## config.mk

```make
export PLATFORM = sky130hd
export DESIGN_NAME = ucs_result
export DESIGN_NICKNAME = d
export VERILOG_FILES = /design/src/hw/rtl/ucs_pkg.sv /design/src/hw/rtl/ucs_result.sv
export SDC_FILE = /design/constraint.sdc
export NUM_CORES = 1
export LEC_CHECK = 0
export BUFFER_PORTS_ARGS = -buffer_cell sky130_fd_sc_hd__buf_2
export CAP_MARGIN = 20
export CORE_AREA = 2 2 130 132
export DETAILED_ROUTE_END_ITERATION = 8
export DIE_AREA = 0 0 132 134
export PLACE_DENSITY = 0.5
export SETUP_SLACK_MARGIN = 0.02
export SLEW_MARGIN = 20
export SYNTH_ARGS = -nofsm -noshare
export SYNTH_HDL_FRONTEND = slang
export SYNTH_SLANG_ARGS = --single-unit
export TNS_END_PERCENT = 10
```

## constraint.sdc

```tcl
create_clock -name vclk -period 1.3
set_clock_uncertainty 0.05 [all_clocks]
set_input_delay 0.065 -clock vclk [all_inputs]
set_output_delay 0.065 -clock vclk [all_outputs]
set_load 0.05 [all_outputs]
```

## src/hw/rtl/ucs_pkg.sv

```systemverilog
`default_nettype none

package ucs_pkg;

  localparam int unsigned MAX_LENGTH = 4096;
  localparam int unsigned POS_W      = $clog2(MAX_LENGTH + 1);
  localparam int unsigned OUT_W      = 13;
  localparam int unsigned OUT_MAX    = (1 << OUT_W) - 1;
  localparam int unsigned LEN_CAP    = (MAX_LENGTH > OUT_MAX) ? OUT_MAX : MAX_LENGTH;

  localparam logic [7:0] CH_COLON = 8'h3A;
  localparam logic [7:0] CH_SLASH = 8'h2F;
  localparam logic [7:0] CH_QMARK = 8'h3F;
  localparam logic [7:0] CH_HASH  = 8'h23;

  typedef enum logic [2:0] {
    PH_START  = 3'd0,
    PH_SLASH1 = 3'd1,
    PH_AUTH   = 3'd2,
    PH_PATH   = 3'd3,
    PH_QUERY  = 3'd4,
    PH_FRAG   = 3'd5
  } phase_t;

  typedef logic [POS_W-1:0] pos_t;

  typedef struct packed {
    pos_t auth_start;
    pos_t auth_end;
    pos_t path_start;
    pos_t path_end;
    pos_t query_start;
    pos_t query_end;
    pos_t frag_start;
  } offs_t;

  typedef struct packed {
    logic [OUT_W-1:0] scheme_end;
    logic [OUT_W-1:0] authority_start;
    logic [OUT_W-1:0] authority_end;
    logic [OUT_W-1:0] path_start;
    logic [OUT_W-1:0] path_end;
    logic [OUT_W-1:0] query_start;
    logic [OUT_W-1:0] query_end;
    logic [OUT_W-1:0] fragment_start;
    logic [OUT_W-1:0] total_length;
    logic             too_long;
  } span_t;

  function automatic logic [OUT_W-1:0] sat_out(input pos_t v);
    logic [OUT_W-1:0] r;
    if (32'(v) > OUT_MAX) begin
      r = OUT_W'(OUT_MAX);
    end else begin
      r = OUT_W'(v);
    end
    return r;
  endfunction

endpackage

`default_nettype wire

```

## src/hw/rtl/ucs_result.sv

```systemverilog
`default_nettype none

module ucs_result
  import ucs_pkg::*;
(
  input  pos_t   len,
  input  logic   colon_seen,
  input  pos_t   colon_offset,
  input  phase_t plain_phase,
  input  offs_t  plain_offs,
  input  phase_t colon_phase,
  input  offs_t  colon_offs,
  input  logic   overflow,
  output span_t  span
);

  phase_t sel_phase;
  offs_t  off;
  pos_t   start;
  pos_t   scheme;

  always_comb begin
    if (colon_seen) begin
      sel_phase = colon_phase;
      off       = colon_offs;
      start     = colon_offset + POS_W'(1);
      scheme    = colon_offset;
    end else begin
      sel_phase = plain_phase;
      off       = plain_offs;
      start     = '0;
      scheme    = '0;
    end

    case (sel_phase)
      PH_START, PH_SLASH1: begin
        off.path_start = start;
        off.path_end   = len;
      end
      PH_AUTH: begin
        off.auth_end   = len;
        off.path_start = len;
        off.path_end   = len;
      end
      PH_PATH: begin
        off.path_end = len;
      end
      PH_QUERY: begin
        off.query_end = len;
      end
      default: begin
      end
    endcase

    if (len == '0) begin
      off    = '0;
      scheme = '0;
    end

    span.scheme_end      = sat_out(scheme);
    span.authority_start = sat_out(off.auth_start);
    span.authority_end   = sat_out(off.auth_end);
    span.path_start      = sat_out(off.path_start);
    span.path_end        = sat_out(off.path_end);
    span.query_start     = sat_out(off.query_start);
    span.query_end       = sat_out(off.query_end);
    span.fragment_start  = sat_out(off.frag_start);
    span.total_length    = sat_out(len);
    span.too_long        = overflow;
  end

endmodule

`default_nettype wire

```

## Word level (Yosys, flattened, before mapping)

Cells that the tools add are included.

| word-level totals | value |
|---|---|
| bits in registers | 0 |
| bits of input ports | 216 |
| output and inout bits | 118 |
| word-level logic and storage cells | 19 |

| operators by class | value |
|---|---|
| add/sub/neg operators | 1 |
| equal/unequal tests | 4 |
| multiplexer cells | 10 |
| reduce and logical (&&, ||, !) cells | 4 |

Operator list:

| operator | number |
|---|---|
| 2-to-1 mux 91 bit | 2 |
| 2-to-1 mux 13 bit | 6 |
| one-hot mux 13 bit (2 select lines) | 1 |
| adder 13 x 1 -> 13 bit, second input constant | 1 |
| logical NOT 13 bit | 1 |
| == test 3 x 2 -> 1 bit, second input constant | 2 |
| OR reduction 4 bit | 1 |
| == test 3 x 1 -> 1 bit, second input constant | 1 |
| == test 3 bit, second input constant | 1 |
| logical NOT 3 bit | 1 |
| 2-to-1 mux 3 bit | 1 |
| OR reduction 2 bit | 1 |

## Longest topological paths before layout

| depth | value |
|---|---|
| depth after elaboration | 5 |
| mapped depth | 6 |
| gate-level depth less buffers | 5 |

## Least setup slack after synthesis

No wires, ideal clock.

| timing path | value |
|---|---|
| path kind | input-to-output |
| start point | input colon_seen |
| end point | output span[30] (netlist name) |
| arrival time | 1.992 ns |
| required time | 1.185 ns |
| slack | -0.807 ns |
| stages | 5 |
| path buffers | 2 |
| cell sequence | buf_4 nor3_1 o21ai_4 buf_4 a211oi_1 |

RTL lines:

| element | line | source |
|---|---|---|
| start: declaration | ucs_result.sv:7 | `input logic colon_seen,` |
| end: declaration | ucs_result.sv:14 | `output span_t span` |

==> impl_results.md <==
* Relative slew slack at between 70% and 80%
* Setup WS post-layout at -0.235 ns
* TNS Setup at -19.34 ns
* GR Overflow Total at 0
* Clock power share at 0%
* Routability Congestion at just under 0.8
* Switch share at 58.2%
* Synth Net Count at between 500 and 600
* Most common cell after layout, fill and taps aside: buf_2
* Syn Inst Count at 361
* Post-Place Setup Slack at -0.400 ns
* Pleak at 3.29 nW
* Failing checks: negative setup slack
* Min Tclk post-route at ~1.5 ns
* DR pass1 iterations at 5
* Cts hold-fix bufs at 0
* # DRC at 0
* Initial Util at 15.5%
* Cell Int Power at 1.54 mW
* Std-Cell Rows at 47
* Power Density at 533 nW/um^2
* Arrival @ worst endpoint at between 1 and 1.5 ns
* Clkbuf count at 0
* Met2 usage at a little over a third
* Sequential cells at 0
* Die area at about 18,000 sq um
* Fin. Hold Viols at 0
* Max_cap viols at 0
* Number of port buffers at between 300 and 400
* Net Switching at ~2.1 mW
* Slew Limit Fails at 0
* GR peak layer: met2
* Met1 usage at 23.2%
* DRT iter0 DRCs at roughly 100
* Seq. cell area at 0 sq um
* Final setup viols at approximately 100
* Layout Nets at between 900 and 1,000
* Synth cell types at 40
* Mapped cell area at 2520 sq um
* Setup crit end kind: primary output
* Yosys top cell area share at 29.7%
* Seq/Total Area, Yosys at 0%
* Initial antenna violation count at 1
* Combinational Power Share at 100.0%
* Largest net degree at the start of global routing at 57
* Area Overhead vs Synth at 174%
* Sequential share of power at 0%
* Status: finished, violations left
* First-pass GRT wire length at 25,500 um
* DP Wirelength at 14,500 um
* WL per Instance at 18.7 um
* Boundary pin count at 334
* F_max at 652 MHz
* CP max FO at 5
* Met3 Use GR at 3.59%
* Die height at 134 um
* Class of the worst hold path: primary input to primary output
* Worst vdd ir at 0.000264 V
* Worst slew pin tran at 0.424 ns
* Critical path class: primary input to primary output
* Layout cells sized above 1 at 75.4%
* Yosys Warn Count at 0
* Tot Pwr at ~3.7 mW
* Most frequent cells in the layout: 226 x buf_2, 101 x buf_6, 74 x mux2i_1, 63 x buf_4, 41 x nor2_1
* Required @ worst endpoint at between 1 and 1.5 ns
* Number of global-route vias before repair at 4,283
* Syn_area_per_cell at 6.99 sq um
* GRT Overall Usage at 18.9%
* Vias per std cell at between 4 and 5
* Detail Route Antenna Nets at 0
* Die X at 132 um
* CORE AREA at 16,300 sq um
* DR vias at 4,262
* Final WL at 18,000 um
* Final period utilization at 118%
* Core Util, Final at 42.4%
* Unrepaired setup endpoints after global routing: true
* Largest area contributor in the netlist: mux2i_1
* Nature of the critical path startpoint: primary input
* Ranking of synthesized cells by area: mux2i_1 30%, nor2_1 12%, a211oi_1 8.9%
power by group through the flow:
| stage | Sequential (mW) | Combinational, mW | Clock, mW |
|---|---|---|---|
| floorplan | 0 | 2.11 | 0 |
| global placement | 0 | 3.15 | 0 |
| detailed placement | 0 | 3.16 | 0 |
| CTS | 0 | 3.64 | 0 |
| global route | 0 | 3.85 | 0 |
| finish | 0 | 3.68 | 0.000000206 |
timing repair:
| item | CTS | global route |
|---|---|---|
| gates cloned | 6 | 4 |
| pin swaps | 18 | 14 |
| gates resized for setup | 260 | 40 |
| buffers inserted | 13 | 2 |
| endpoints found under the setup margin | 104 | 104 |
per-stage QoR:
step	cell area [sq um]	hold slack, ns	std cells
floorplan	3190	0.247	361
global placement	5510	0.0806	937
detailed placement	5510	0.0806	937
CTS	6640	0.0806	955
global route	6910	0.0801	961
finish	6910	0.0804	963
synth_stat cells, types with 4 or more instances:
library cell and instances:
mux2_2 12, buf_4 26, clkbuf_1 5, nor3_1 6, o21ai_0 8, o31a_1 4
mux2i_1 75, nor4_1 7, nor2_1 82, a211oi_1 30, a21oi_1 11, a22oi_1 6
a211oi_2 7, nand2_1 11, inv_1 4, a222oi_1 4, and3_1 13, buf_2 15
per-layer routing:
metal,wire length [um],up-vias
li1,-,2076
met1,7480,1963
met2,9140,213
met3,1240,10
met4,178,0
met5,0,-
worst max-delay path, stage by stage:
cell,delay [ns]
buf_8,0.09
ha_4,0.14
nand3_4,0.09
nor4_4,0.30
mux2_4,0.35
a31oi_4,0.22
buf_12,0.16
cells by family (layout without fill, tap and decap cells):
group,after synthesis,after routing,share of synthesized area (%)
muxes,88,88,35.7
xor gates and xnor gates,3,3,1.04
and+or+nand+nor,133,133,24.2
buffers and inverters,51,431,12.5
AOI/OAI and AO/OA,85,85,26.0
other,0,2,0
adders and majority gates,1,1,0.496
path summary, 6_finish.rpt:
kind | from | to | slack, ns | cells past startpoint
setup / recovery | colon_offset[1] | span[78] | -0.23 | 7
hold / removal | overflow | span[0] | 0.08 | 0
area by class of cell:
cell class | instances | area, sq um
inverters | 4 | 15.0
diodes | 2 | 5.00
multi-input cells | 310 | 3100
fillers | 1629 | 9380
repair buffers | 427 | 3510
well taps | 220 | 275
(Power assumes the default switching activity.)
