### src/hw/rtl/ucs_pkg.sv
`default_nettype none

package ucs_pkg;

  localparam int unsigned MAX_LENGTH = 4096;
  localparam int unsigned POS_W      = $clog2(MAX_LENGTH + 1);
  localparam int unsigned OUT_W      = 13;
  localparam int unsigned OUT_MAX    = (1 << OUT_W) - 1;
  localparam int unsigned LEN_CAP    = (MAX_LENGTH > OUT_MAX) ? OUT_MAX : MAX_LENGTH;

  localparam logic [7:0] CH_COLON = 8'h3A;
  localparam logic [7:0] CH_SLASH = 8'h2F;
  localparam logic [7:0] CH_QMARK = 8'h3F;
  localparam logic [7:0] CH_HASH  = 8'h23;

  typedef enum logic [2:0] {
    PH_START  = 3'd0,
    PH_SLASH1 = 3'd1,
    PH_AUTH   = 3'd2,
    PH_PATH   = 3'd3,
    PH_QUERY  = 3'd4,
    PH_FRAG   = 3'd5
  } phase_t;

  typedef logic [POS_W-1:0] pos_t;

  typedef struct packed {
    pos_t auth_start;
    pos_t auth_end;
    pos_t path_start;
    pos_t path_end;
    pos_t query_start;
    pos_t query_end;
    pos_t frag_start;
  } offs_t;

  typedef struct packed {
    logic [OUT_W-1:0] scheme_end;
    logic [OUT_W-1:0] authority_start;
    logic [OUT_W-1:0] authority_end;
    logic [OUT_W-1:0] path_start;
    logic [OUT_W-1:0] path_end;
    logic [OUT_W-1:0] query_start;
    logic [OUT_W-1:0] query_end;
    logic [OUT_W-1:0] fragment_start;
    logic [OUT_W-1:0] total_length;
    logic             too_long;
  } span_t;

  function automatic logic [OUT_W-1:0] sat_out(input pos_t v);
    logic [OUT_W-1:0] r;
    if (32'(v) > OUT_MAX) begin
      r = OUT_W'(OUT_MAX);
    end else begin
      r = OUT_W'(v);
    end
    return r;
  endfunction

endpackage

`default_nettype wire

### src/hw/rtl/ucs_lane.sv
`default_nettype none

module ucs_lane
  import ucs_pkg::*;
(
  input  logic       en,
  input  phase_t     phase,
  input  offs_t      offs,
  input  pos_t       start,
  input  pos_t       pos,
  input  logic [7:0] code,
  output phase_t     phase_next,
  output offs_t      offs_next
);

  logic is_slash;
  logic is_qmark;
  logic is_hash;
  logic to_path;

  assign is_slash = (code == CH_SLASH);
  assign is_qmark = (code == CH_QMARK);
  assign is_hash  = (code == CH_HASH);

  always_comb begin
    phase_next = phase;
    offs_next  = offs;
    to_path    = 1'b0;
    if (en) begin
      case (phase)
        PH_START: begin
          if (is_slash) begin
            phase_next = PH_SLASH1;
          end else begin
            offs_next.path_start = start;
            to_path = 1'b1;
          end
        end
        PH_SLASH1: begin
          if (is_slash) begin
            offs_next.auth_start = start + POS_W'(2);
            phase_next = PH_AUTH;
          end else begin
            offs_next.path_start = start;
            to_path = 1'b1;
          end
        end
        PH_AUTH: begin
          if (is_slash || is_qmark || is_hash) begin
            offs_next.auth_end   = pos;
            offs_next.path_start = pos;
            to_path = 1'b1;
          end
        end
        PH_PATH: begin
          to_path = 1'b1;
        end
        PH_QUERY: begin
          if (is_hash) begin
            offs_next.query_end  = pos;
            offs_next.frag_start = pos + POS_W'(1);
            phase_next = PH_FRAG;
          end
        end
        default: begin
        end
      endcase

      if (to_path) begin
        phase_next = PH_PATH;
        if (is_qmark) begin
          offs_next.path_end    = pos;
          offs_next.query_start = pos + POS_W'(1);
          phase_next = PH_QUERY;
        end else if (is_hash) begin
          offs_next.path_end   = pos;
          offs_next.frag_start = pos + POS_W'(1);
          phase_next = PH_FRAG;
        end
      end
    end
  end

endmodule

`default_nettype wire

### config.mk
export PLATFORM = sky130hd
export DESIGN_NAME = ucs_lane
export DESIGN_NICKNAME = d
export VERILOG_FILES = /design/src/hw/rtl/ucs_pkg.sv /design/src/hw/rtl/ucs_lane.sv
export SDC_FILE = /design/constraint.sdc
export NUM_CORES = 1
export LEC_CHECK = 0
export BUFFER_PORTS_ARGS = -buffer_cell sky130_fd_sc_hd__buf_2
export CORE_AREA = 4 4 85 87
export DETAILED_ROUTE_END_ITERATION = 8
export DIE_AREA = 0 0 89 91
export PLACE_DENSITY = 0.72
export SETUP_SLACK_MARGIN = 0.5
export SYNTH_ARGS = -nofsm -noshare
export SYNTH_HDL_FRONTEND = slang
export SYNTH_SLANG_ARGS = --single-unit
export TNS_END_PERCENT = 30
### constraint.sdc
create_clock -name vclk -period 4.48
set_input_delay 0.448 -clock vclk [all_inputs]
set_output_delay 0.448 -clock vclk [all_outputs]
set_load 0.005 [all_outputs]
# Word level (Yosys, flattened, before mapping)
# Index checks and enable logic that the tools add are counted.
# op_classes
eq_ne	7
reduce_logical	4
n_addsub	2
muxes	28
# ops
operator	count
$mux 13	10
$mux 26	4
$mux 91	1
$pmux 13 s2	1
$eq 8x6->1 const B	3
$mux 3	7
$add 13x1->13 const B	1
$add 13x2->13 const B	1
$pmux 3 s3	1
$eq 3x2->1 const B	2
$eq 3x1->1 const B	1
$eq 3x3->1 const B	1
$logic_not 3->1	1
$mux 1	3
$pmux 1 s3	1
$logic_or 1x1->1	2
$reduce_or 2->1	1
# totals
out_inout_bits	94
in_bits	129
reg_bits	0

# Longest topological paths before layout
# Gate-level depths: netlist of the first run.
# depth
word_depth	8
ltp_mapped	7

# Worst setup path before layout of the first run
# Ideal clock, no wire load.
# synth_path
path_type	input to output
startpoint	input port code[6]
endpoint	output port offs_next[0] (netlist bit)
required_time_ns	4.032
path_stages	6
path_buffers	2
setup_slack_ns	2.228
arrival_ns	1.804
path_cell_list	and4bb_2 > and2_1 > buf_2 > and4_1 > buf_2 > mux2_2
# synth_rtl
item	line_no	text
start: declaration	ucs_lane.sv:11	input logic [7:0] code,
end: declaration	ucs_lane.sv:13	output offs_t offs_next

==> summary.txt, run 1 <==
Run status
  • Outcome: finished clean

Finish
  • Commonest non-fill, non-tap cell in the layout: buf_2
  • # clk buffers: 0
  • Most frequent cells in the layout: 223 x buf_2, 72 x mux2_2, 20 x nor3_1
  • Fill count: 650
  • Inserted Diodes: 0
  • Seq. cell area: 0 um2
  • FFs & Latches: 0
  • Layout cells sized above 1: between 60 and 70%
  • Nets@finish: 572
  • Layout area overhead: 60.0%

Detailed routing
  • WL/cell: 17.3 um
  • DRC: 0
  • First-pass DRT Iterations: 4
  • Routed Antenna Nets: 0
  • WL final: 8910 um
  • Vias/cell: 5.07
  • Via Count: between 2000 and 3000
  • Detailed Route Iter0 Violations: 85

Floorplanning
  • Die Wd: 89 um
  • Die Area: 8100 um2
  • I/O pins: 223
  • Core ar.: ~6300 um2
  • Die H: around 90 um
  • Initial Util: just under 30%
  • Site Rows: 29

Placement
  • Post-DP HPWL: 7660 um
  • Port bufs: between 200 and 250
  • RD Place Congestion: 0.835

Timing
  • Slew HR: between 40% and 50%
  • RSZ-0062 raised after global routing: false
  • Slew Limit Fails: 0
  • Fmax: 329 MHz
  • Tightest Pin Transition: 0.834 ns
  • Fin crit period: 3.04 ns
  • Fin. Hold Viols: 0
  • Setup-failing EPs final: 0
  • Setup_tns: 0 ns
  • Tcrit/Tclk final: 67.9%

Critical path
  • Critical Path RT: 4.03 ns
  • Slowest cell on the critical path: nor2_2
  • Critical Path Sink Type: output port
  • CP peak stage delay: 0.78 ns
  • Critical Path Source: code[6]
  • Critical Path Sink: offs_next[76]
  • CP cell instances: buf_2 > and4bb_2 > nand3_2 > nor2_2 > mux2_2 > buf_2
  • CP dominant cell by count: buf_2
  • Crit Path Category: in2out
  • Startpoint Class: primary input
  • CP arrival: 2.59 ns
  • Crit path max fanout: 18

Yosys
  • Top cells by area, synth: mux2_2 43%, a221o_1 7.4%, xnor2_1 6.9%
  • Sequential cell area fraction in the yosys report: 0%
  • Synthesized Nets: 360
  • Yosys top cell area share: 42.8%
  • Mapped Cells: 229
  • Post-synthesis cell area: 1890 um2
  • Most area-hungry cell type in the Yosys netlist: mux2_2
  • Post-synth cell types: 44
  • Mean post-synth cell area: 8.27 um2
  • Synth warnings: 0

Global routing
  • Vias in the first global route: 2681
  • First-pass GRT wire length: between 10000 and 15000 um
  • Met3 Usage GRT: 2.53%
  • Most Crowded Layer GR: met2
  • Antenna violations before repair: 0
  • Met1 usage: around 25%
  • Largest net degree at the start of global routing: 19
  • Total gr overflow: 0
  • Gr usage total: a little over 20%
  • Met2 GRT Util: 38.4%

Clock network
  • Post-CTS Setup Inserts: 0
  • # resized after CTS: 0
  • Hold-fix buffers, CTS: 0

Power and ir drop
  • Leak: 1.51 nW
  • Final Total Pwr: 0.219 mW
  • Peak VDD IR: 0.0473 mV
  • P per Cell Area: between 70 and 80 nW/um2

Job
  • Maxcap violations: 0

Worst hold path
  • Hold WC Path Type: in2out
==> stage by stage <==
step	utilization [%]	setup WS, ns	std cells	hold WS, ns	cell area, um2
CTS	47.7	1.43	516	1.17	3030
global route	47.7	1.27	516	1.19	3030
floorplan	-	2.23	229	0.990	1890
finish	47.7	1.44	516	1.17	3030
detailed placement	47.7	1.44	516	1.17	3030
global placement	47.7	1.49	516	1.18	3030
==> cells in the mapped netlist (2+ instances only) <==
cell type and number:
inv_1 17, nor2b_1 3, xnor2_1 15, nand2_1 7, clkbuf_1 4, nand3_1 6
buf_2 6, buf_6 2, ha_1 2, and4_1 4, and2_1 4, xor2_1 5
nor4_1 2, nor2_2 2, mux2_1 2, mux2_2 72, nor2_1 8, a221o_1 14
a21oi_1 2, nand4_1 8, nor3_1 20, a31o_2 2
==> layer usage <==
metal,vias up,wire [um]
li1,1294,-
met1,1189,3600
met2,124,4610
met3,8,629
met4,0,74
met5,-,0
==> where the power goes <==
group	switching [mW]	internal, mW
sequential	0	0
combinational	0.0982	0.121
clock	0	0
==> worst min path at each step <==
| stage | from | end | depth (start not counted) | slack (ns) |
|---|---|---|---|---|
| floorplan | en | phase_next[0] | 1 | 0.99 |
| global placement | offs[16] | offs_next[16] | 3 | 1.18 |
| detailed placement | offs[16] | offs_next[16] | 3 | 1.17 |
| CTS | offs[16] | offs_next[16] | 3 | 1.17 |
| global route | offs[79] | offs_next[79] | 3 | 1.19 |
| finish | offs[16] | offs_next[16] | 3 | 1.17 |
==> cell families after synthesis <==
kind of cell	synth area share, %
mux	44.5
fa+ha+maj	1.32
compound gates	15.9
xor+xnor	9.25
simple gates	21.7
buf+inv	7.33
==> cell type report <==
| cell class | instances | area [um2] | area share (%) |
|---|---|---|---|
| inverter | 17 | 63.8 | 2.10 |
| multi-input combinational | 199 | 1760 | 57.9 |
| tap | 77 | 96.3 | 3.18 |
| timing repair buffer | 223 | 1120 | 36.8 |
==> critical path, delay by kind of cell <==
kind | cells | cell delay [ns]
buf+inv | 2 | 0.22
mux | 1 | 0.42
simple gates | 3 | 1.50
No activity file was read; power rests on OpenSTA's default activity.
==> inputs of run 2 (changes only) <==
--- a/config.mk
+++ b/config.mk
@@ -6,10 +6,10 @@
 export NUM_CORES = 1
 export LEC_CHECK = 0
 export BUFFER_PORTS_ARGS = -buffer_cell sky130_fd_sc_hd__buf_2
-export CORE_AREA = 4 4 85 87
+export CORE_AREA = 4 4 84 86
 export DETAILED_ROUTE_END_ITERATION = 8
-export DIE_AREA = 0 0 89 91
-export PLACE_DENSITY = 0.72
+export DIE_AREA = 0 0 88 90
+export PLACE_DENSITY = 0.74
 export SETUP_SLACK_MARGIN = 0.5
 export SYNTH_ARGS = -nofsm -noshare
 export SYNTH_HDL_FRONTEND = slang
==> constraint.sdc (replaced) <==
create_clock -name vclk -period 2.9
set_input_delay 0.29 -clock vclk [all_inputs]
set_output_delay 0.29 -clock vclk [all_outputs]
set_load 0.005 [all_outputs]
==> summary.txt, run 2 (same netlist as run 1, synthesis figures left out) <==
Run status
  • Outcome: finished clean

Power and ir drop
  • P per Cell Area: 112 nW/um2 (+56%)
  • Leak: 1.55 nW (+2.3%)
  • Peak VDD IR: 0.0723 mV (+53%)

Finish
  • FFs & Latches: 0 (unchanged)
  • Final core occ: 49.3% (+1.5 points)
  • Nets@finish: 579 (+1.2%)
  • Layout area overhead: 63.3%
  • Commonest non-fill, non-tap cell in the layout: buf_2
  • Most frequent cells in the layout: 223 x buf_2, 72 x mux2_2, 20 x nor3_1
  • Inserted Diodes: 0 (unchanged)
  • # clk buffers: 0 (unchanged)
  • Layout cells sized above 1: 70.6% (+0.70 points)
  • Seq. cell area: 0 um2 (unchanged)

Timing
  • RSZ-0062 raised after global routing: true
  • Slew HR: 57.2% (+13 points)
  • Setup_tns: 0 ns (unchanged)
  • Slew Limit Fails: 0 (unchanged)
  • Final worst setup slack: 0.532 ns (-0.908 ns)
  • Tcrit/Tclk final: 81.7%
  • Fin crit period: ~2.4 ns
  • Fmax: about 420 MHz
  • Fin. Hold Viols: 0 (unchanged)
  • Setup-failing EPs final: 0 (unchanged)
  • Tightest Pin Transition: 0.642 ns (-0.191 ns)

Floorplanning
  • Core ar.: 6280 um2 (-1.1%)
  • Die Wd: 88 um (-1.1%)
  • Initial Util: 30.2% (+0.34 points)
  • Die Area: 7920 um2 (-2.2%)
  • I/O pins: 223 (unchanged)
  • Site Rows: 29 (unchanged)
  • Die H: 90 um (-1.1%)

Global routing
  • Antenna violations before repair: 1 (+1)
  • First-pass GRT wire length: 14100 um (+5.2%)
  • Vias in the first global route: 2835 (+5.7%)
  • Total gr overflow: 0 (unchanged)
  • Gr usage total: 21.8% (+1.5 points)
  • Largest net degree at the start of global routing: 16 (-3)

Detailed routing
  • DRC: 0 (unchanged)
  • Via Count: 2759 (+5.5%)
  • Detailed Route Iter0 Violations: 98 (+15%)
  • WL/cell: 17.9 um (+3.9%)
  • Routed Antenna Nets: 0 (unchanged)
  • First-pass DRT Iterations: 4 (unchanged)
  • WL final: 9380 um (+5.3%)
  • Vias/cell: 5.28 (+4.1%)

Critical path
  • Crit Path Category: in2out
  • Crit path max fanout: 10 (-8)
  • Critical Path RT: 2.61 ns (-1.42 ns)
  • Startpoint Class: primary input
  • Critical Path Sink Type: output port
  • Critical Path Source: code[6]
  • CP arrival: 2.08 ns (-0.51 ns)

Placement
  • Post-DP HPWL: 8000 um (+4.4%)
  • Port bufs: 223 (unchanged)
  • Place WS: 0.427 ns (-1.02 ns)
  • RD Place Congestion: 0.927 (+11%)

Worst hold path
  • Hold WC Path Type: in2out
  • Hold path startpoint: offs[79]

Job
  • Maxcap violations: 0 (unchanged)

Clock network
  • Hold-fix buffers, CTS: 0 (unchanged)
[run 2: cell types whose count changed in the layout (fill, tap and decap cells not counted)]
cell / change
and4_1: -1
buf_4: +7
and4_2: +1
nand3_4: +1
nand3_2: -1
[run 2: final timing paths]
| path | end | cells past startpoint |
|---|---|---|
| max | offs_next[4] | 6 |
| min | offs_next[79] | 3 |
[run 2: metal layers]
| metal | GRT usage, % | wire (um) |
|---|---|---|
| met1 | 25.5 | 3610 |
| met2 | 42.4 | 5000 |
| met3 | 2.83 | 725 |
| met4 | 1.41 | 41 |
| met5 | 0 | 7 |
[run 2: power by group]
part           total (mW)  switching [mW]  internal (mW)  leakage (nW)
sequential              0               0              0             0
clock                   0               0              0             0
combinational       0.348           0.159          0.189          1.55
[run 2: layout make-up]
class                      instances  area [um2]
fill                             633        3180
inverter                          17        63.8
multi-input combinational        199        1760
tap                               77        96.3
timing repair buffer             230        1170
[run 2: through the flow]
step | hold WS [ns] | total power [mW] | cells | area [um2]
after floorplan | 0.674 | 0.144 | 229 | 1890
after global placement | 0.846 | 0.341 | 523 | 3080
after detailed placement | 0.848 | 0.347 | 523 | 3080
after CTS | 0.851 | 0.349 | 523 | 3090
after global routing | 0.872 | 0.380 | 523 | 3090
final | 0.848 | 0.348 | 523 | 3090
[run 2: worst max-delay path, stage by stage]
cell and delay (ns):
buf_2 0.09, and4bb_2 0.39, and2_1 0.31, and4_2 0.48
mux2_2 0.38, buf_2 0.13
[run 2: repair_timing]
item,in CTS,in global routing
endpoints found under the setup margin,12,31
gates resized for setup,1,1
buffers inserted,0,0
hold endpoints to repair,0,0
==> inputs of run 3 (changes only) <==
--- a/config.mk
+++ b/config.mk
@@ -6,10 +6,10 @@
 export NUM_CORES = 1
 export LEC_CHECK = 0
 export BUFFER_PORTS_ARGS = -buffer_cell sky130_fd_sc_hd__buf_2
-export CORE_AREA = 4 4 84 86
+export CORE_AREA = 4 4 85 87
 export DETAILED_ROUTE_END_ITERATION = 8
-export DIE_AREA = 0 0 88 90
-export PLACE_DENSITY = 0.74
+export DIE_AREA = 0 0 89 91
+export PLACE_DENSITY = 0.75
 export SETUP_SLACK_MARGIN = 0.5
 export SYNTH_ARGS = -nofsm -noshare
 export SYNTH_HDL_FRONTEND = slang
==> constraint.sdc (replaced) <==
create_clock -name vclk -period 2
set_input_delay 0.2 -clock vclk [all_inputs]
set_output_delay 0.2 -clock vclk [all_outputs]
set_load 0.005 [all_outputs]
==> summary.txt, run 3 (same netlist as run 1, synthesis figures left out) <==
Run status
  • Outcome: finished clean

Floorplanning
  • Die Wd: 89 um (+1.1%)
  • I/O pins: 223 (unchanged)
  • Site Rows: 29 (unchanged)
  • Initial Util: 29.8% (-0.34 points)
  • Die H: 91 um (+1.1%)
  • Die Area: 8100 um2 (+2.3%)
  • Core ar.: 6350 um2 (+1.2%)

Critical path
  • CP arrival: 1.64 ns (-0.44 ns)
  • Critical Path Sink: offs_next[2]
  • Critical Path RT: 1.80 ns (-0.81 ns)
  • Crit path max fanout: 5 (-5)
  • Critical Path Sink Type: output port
  • Crit Path Category: in2out
  • Startpoint Class: primary input
  • Critical Path Source: code[6]

Global routing
  • Vias in the first global route: 3110 (+9.7%)
  • Antenna violations before repair: 0 (-1)
  • First-pass GRT wire length: 15900 um (+12%)
  • Largest net degree at the start of global routing: 15 (-1)
  • Total gr overflow: 0 (unchanged)
  • Gr usage total: 24.3% (+2.6 points)

Timing
  • Fin. Hold Viols: 0 (unchanged)
  • Slew HR: 74.4% (+17 points)
  • Tcrit/Tclk final: 91.9%
  • Slew Limit Fails: 0 (unchanged)
  • Fmax: ~540 MHz
  • Setup_tns: 0 ns (unchanged)
  • Tightest Pin Transition: 0.383 ns (-0.259 ns)
  • RSZ-0062 raised after global routing: true
  • Fin crit period: 1.84 ns
  • Setup-failing EPs final: 0 (unchanged)

Finish
  • # clk buffers: 0 (unchanged)
  • Nets@finish: 603 (+4.1%)
  • Layout area overhead: 98.7%
  • Commonest non-fill, non-tap cell in the layout: buf_2
  • Fill count: 540 (-15%)
  • Layout cells sized above 1: 74.0% (+3.4 points)
  • FFs & Latches: 0 (unchanged)
  • Most frequent cells in the layout: 191 x buf_2, 52 x mux2_2, 35 x buf_6
  • Inserted Diodes: 0 (unchanged)
  • Seq. cell area: 0 um2 (unchanged)
  • Multi-input gate area: 1950 um2 (+11%)

Power and ir drop
  • Switch share: 42.4% (-3.4 points)
  • Clk pwr share: 0% (unchanged)
  • Register share of total power: 0% (unchanged)
  • Peak VDD IR: 0.117 mV (+61%)
  • Sw power: 0.257 mW (+61%)
  • Final Total Pwr: 0.607 mW (+74%)
  • P per Cell Area: 161 nW/um2 (+43%)
  • Int Power: 0.350 mW (+85%)
  • Leak: 1.85 nW (+19%)
  • Gate power share: 100.0% (about the same)

Detailed routing
  • First-pass DRT Iterations: 4 (unchanged)
  • WL final: 10500 um (+12%)
  • WL/cell: 19.2 um (+7.3%)
  • Detailed Route Iter0 Violations: 101 (+3.1%)
  • Routed Antenna Nets: 0 (unchanged)
  • DRC: 0 (unchanged)
  • Via Count: 2866 (+3.9%)
  • Vias/cell: 5.24 (-0.68%)

Job
  • Maxcap violations: 0 (unchanged)

Worst hold path
  • Hold WC Path Type: in2out

Placement
  • Post-DP HPWL: 8010 um (+0.15%)
  • Port bufs: 223 (unchanged)
  • RD Place Congestion: 0.923 (-0.44%)

Clock network
  • Hold-fix buffers, CTS: 0 (unchanged)
## run 3: cell types whose count changed in the layout (fill, tap and decap cells not counted), moves of 5 or more
cell	change
buf_12	+5
buf_2	-32
buf_4	+8
buf_6	+35
mux2_2	-20
mux2_4	+20
## run 3: metal layers
layer  GRT usage (%)  share of wire, %
met1            29.5                39
met2            44.5                51
met3            3.26               7.1
met4            5.58               2.2
met5               0                 0
## run 3: final cells by class
class / instances / area share (%)
Multi-Input combinational cell: 202 / 51.9
Timing Repair Buffer: 251 / 43.8
Tap cell: 77 / 2.56
Inverter: 17 / 1.69
## run 3: critical path, cell delays in order
cell	delay (ns)
buf_6	0.09
and4bb_2	0.31
and2_4	0.17
and4_4	0.23
buf_12	0.11
buf_16	0.11
mux2_4	0.31
buf_6	0.12
## run 3: per-stage QoR
| stage | std cells | util [%] | worst slack (ns) | hold slack, ns | cell area, um2 |
|---|---|---|---|---|---|
| 2_1_floorplan | 229 | - | 0.277 | 0.494 | 1920 |
| 3_3_place_gp | 531 | 50.1 | 0.155 | 0.664 | 3180 |
| 3_5_place_dp | 531 | 50.1 | 0.126 | 0.664 | 3180 |
| 4_1_cts | 539 | 56.4 | 0.162 | 0.667 | 3580 |
| 5_1_grt | 547 | 59.3 | 0.117 | 0.684 | 3760 |
| 6_report | 547 | 59.3 | 0.163 | 0.665 | 3760 |
## run 3: how the worst min path moves through the flow
| stage | startpoint | end | slack, ns | cells past startpoint |
|---|---|---|---|---|
| after floorplan | en | phase_next[0] | 0.49 | 1 |
| after global placement | offs[79] | offs_next[79] | 0.66 | 3 |
| after detailed placement | offs[79] | offs_next[79] | 0.66 | 3 |
| after CTS | offs[79] | offs_next[79] | 0.67 | 3 |
| after global routing | offs[79] | offs_next[79] | 0.68 | 3 |
| final | offs[79] | offs_next[79] | 0.66 | 3 |
## run 3: repair_timing
action                                  CTS  global route
hold endpoints to repair                  0             0
buffers inserted                          3             8
gates resized for setup                  65            36
pin swaps                                 6             4
gates cloned                              5             0
endpoints found under the setup margin   94            94
## run 3: power by group through the flow
stage	Combinational, mW	Sequential [mW]	Clock [mW]
after global routing	0.655	0	0
after floorplan	0.210	0	0
after detailed placement	0.502	0	0
after CTS	0.568	0	0
after global placement	0.495	0	0
final	0.607	0	0
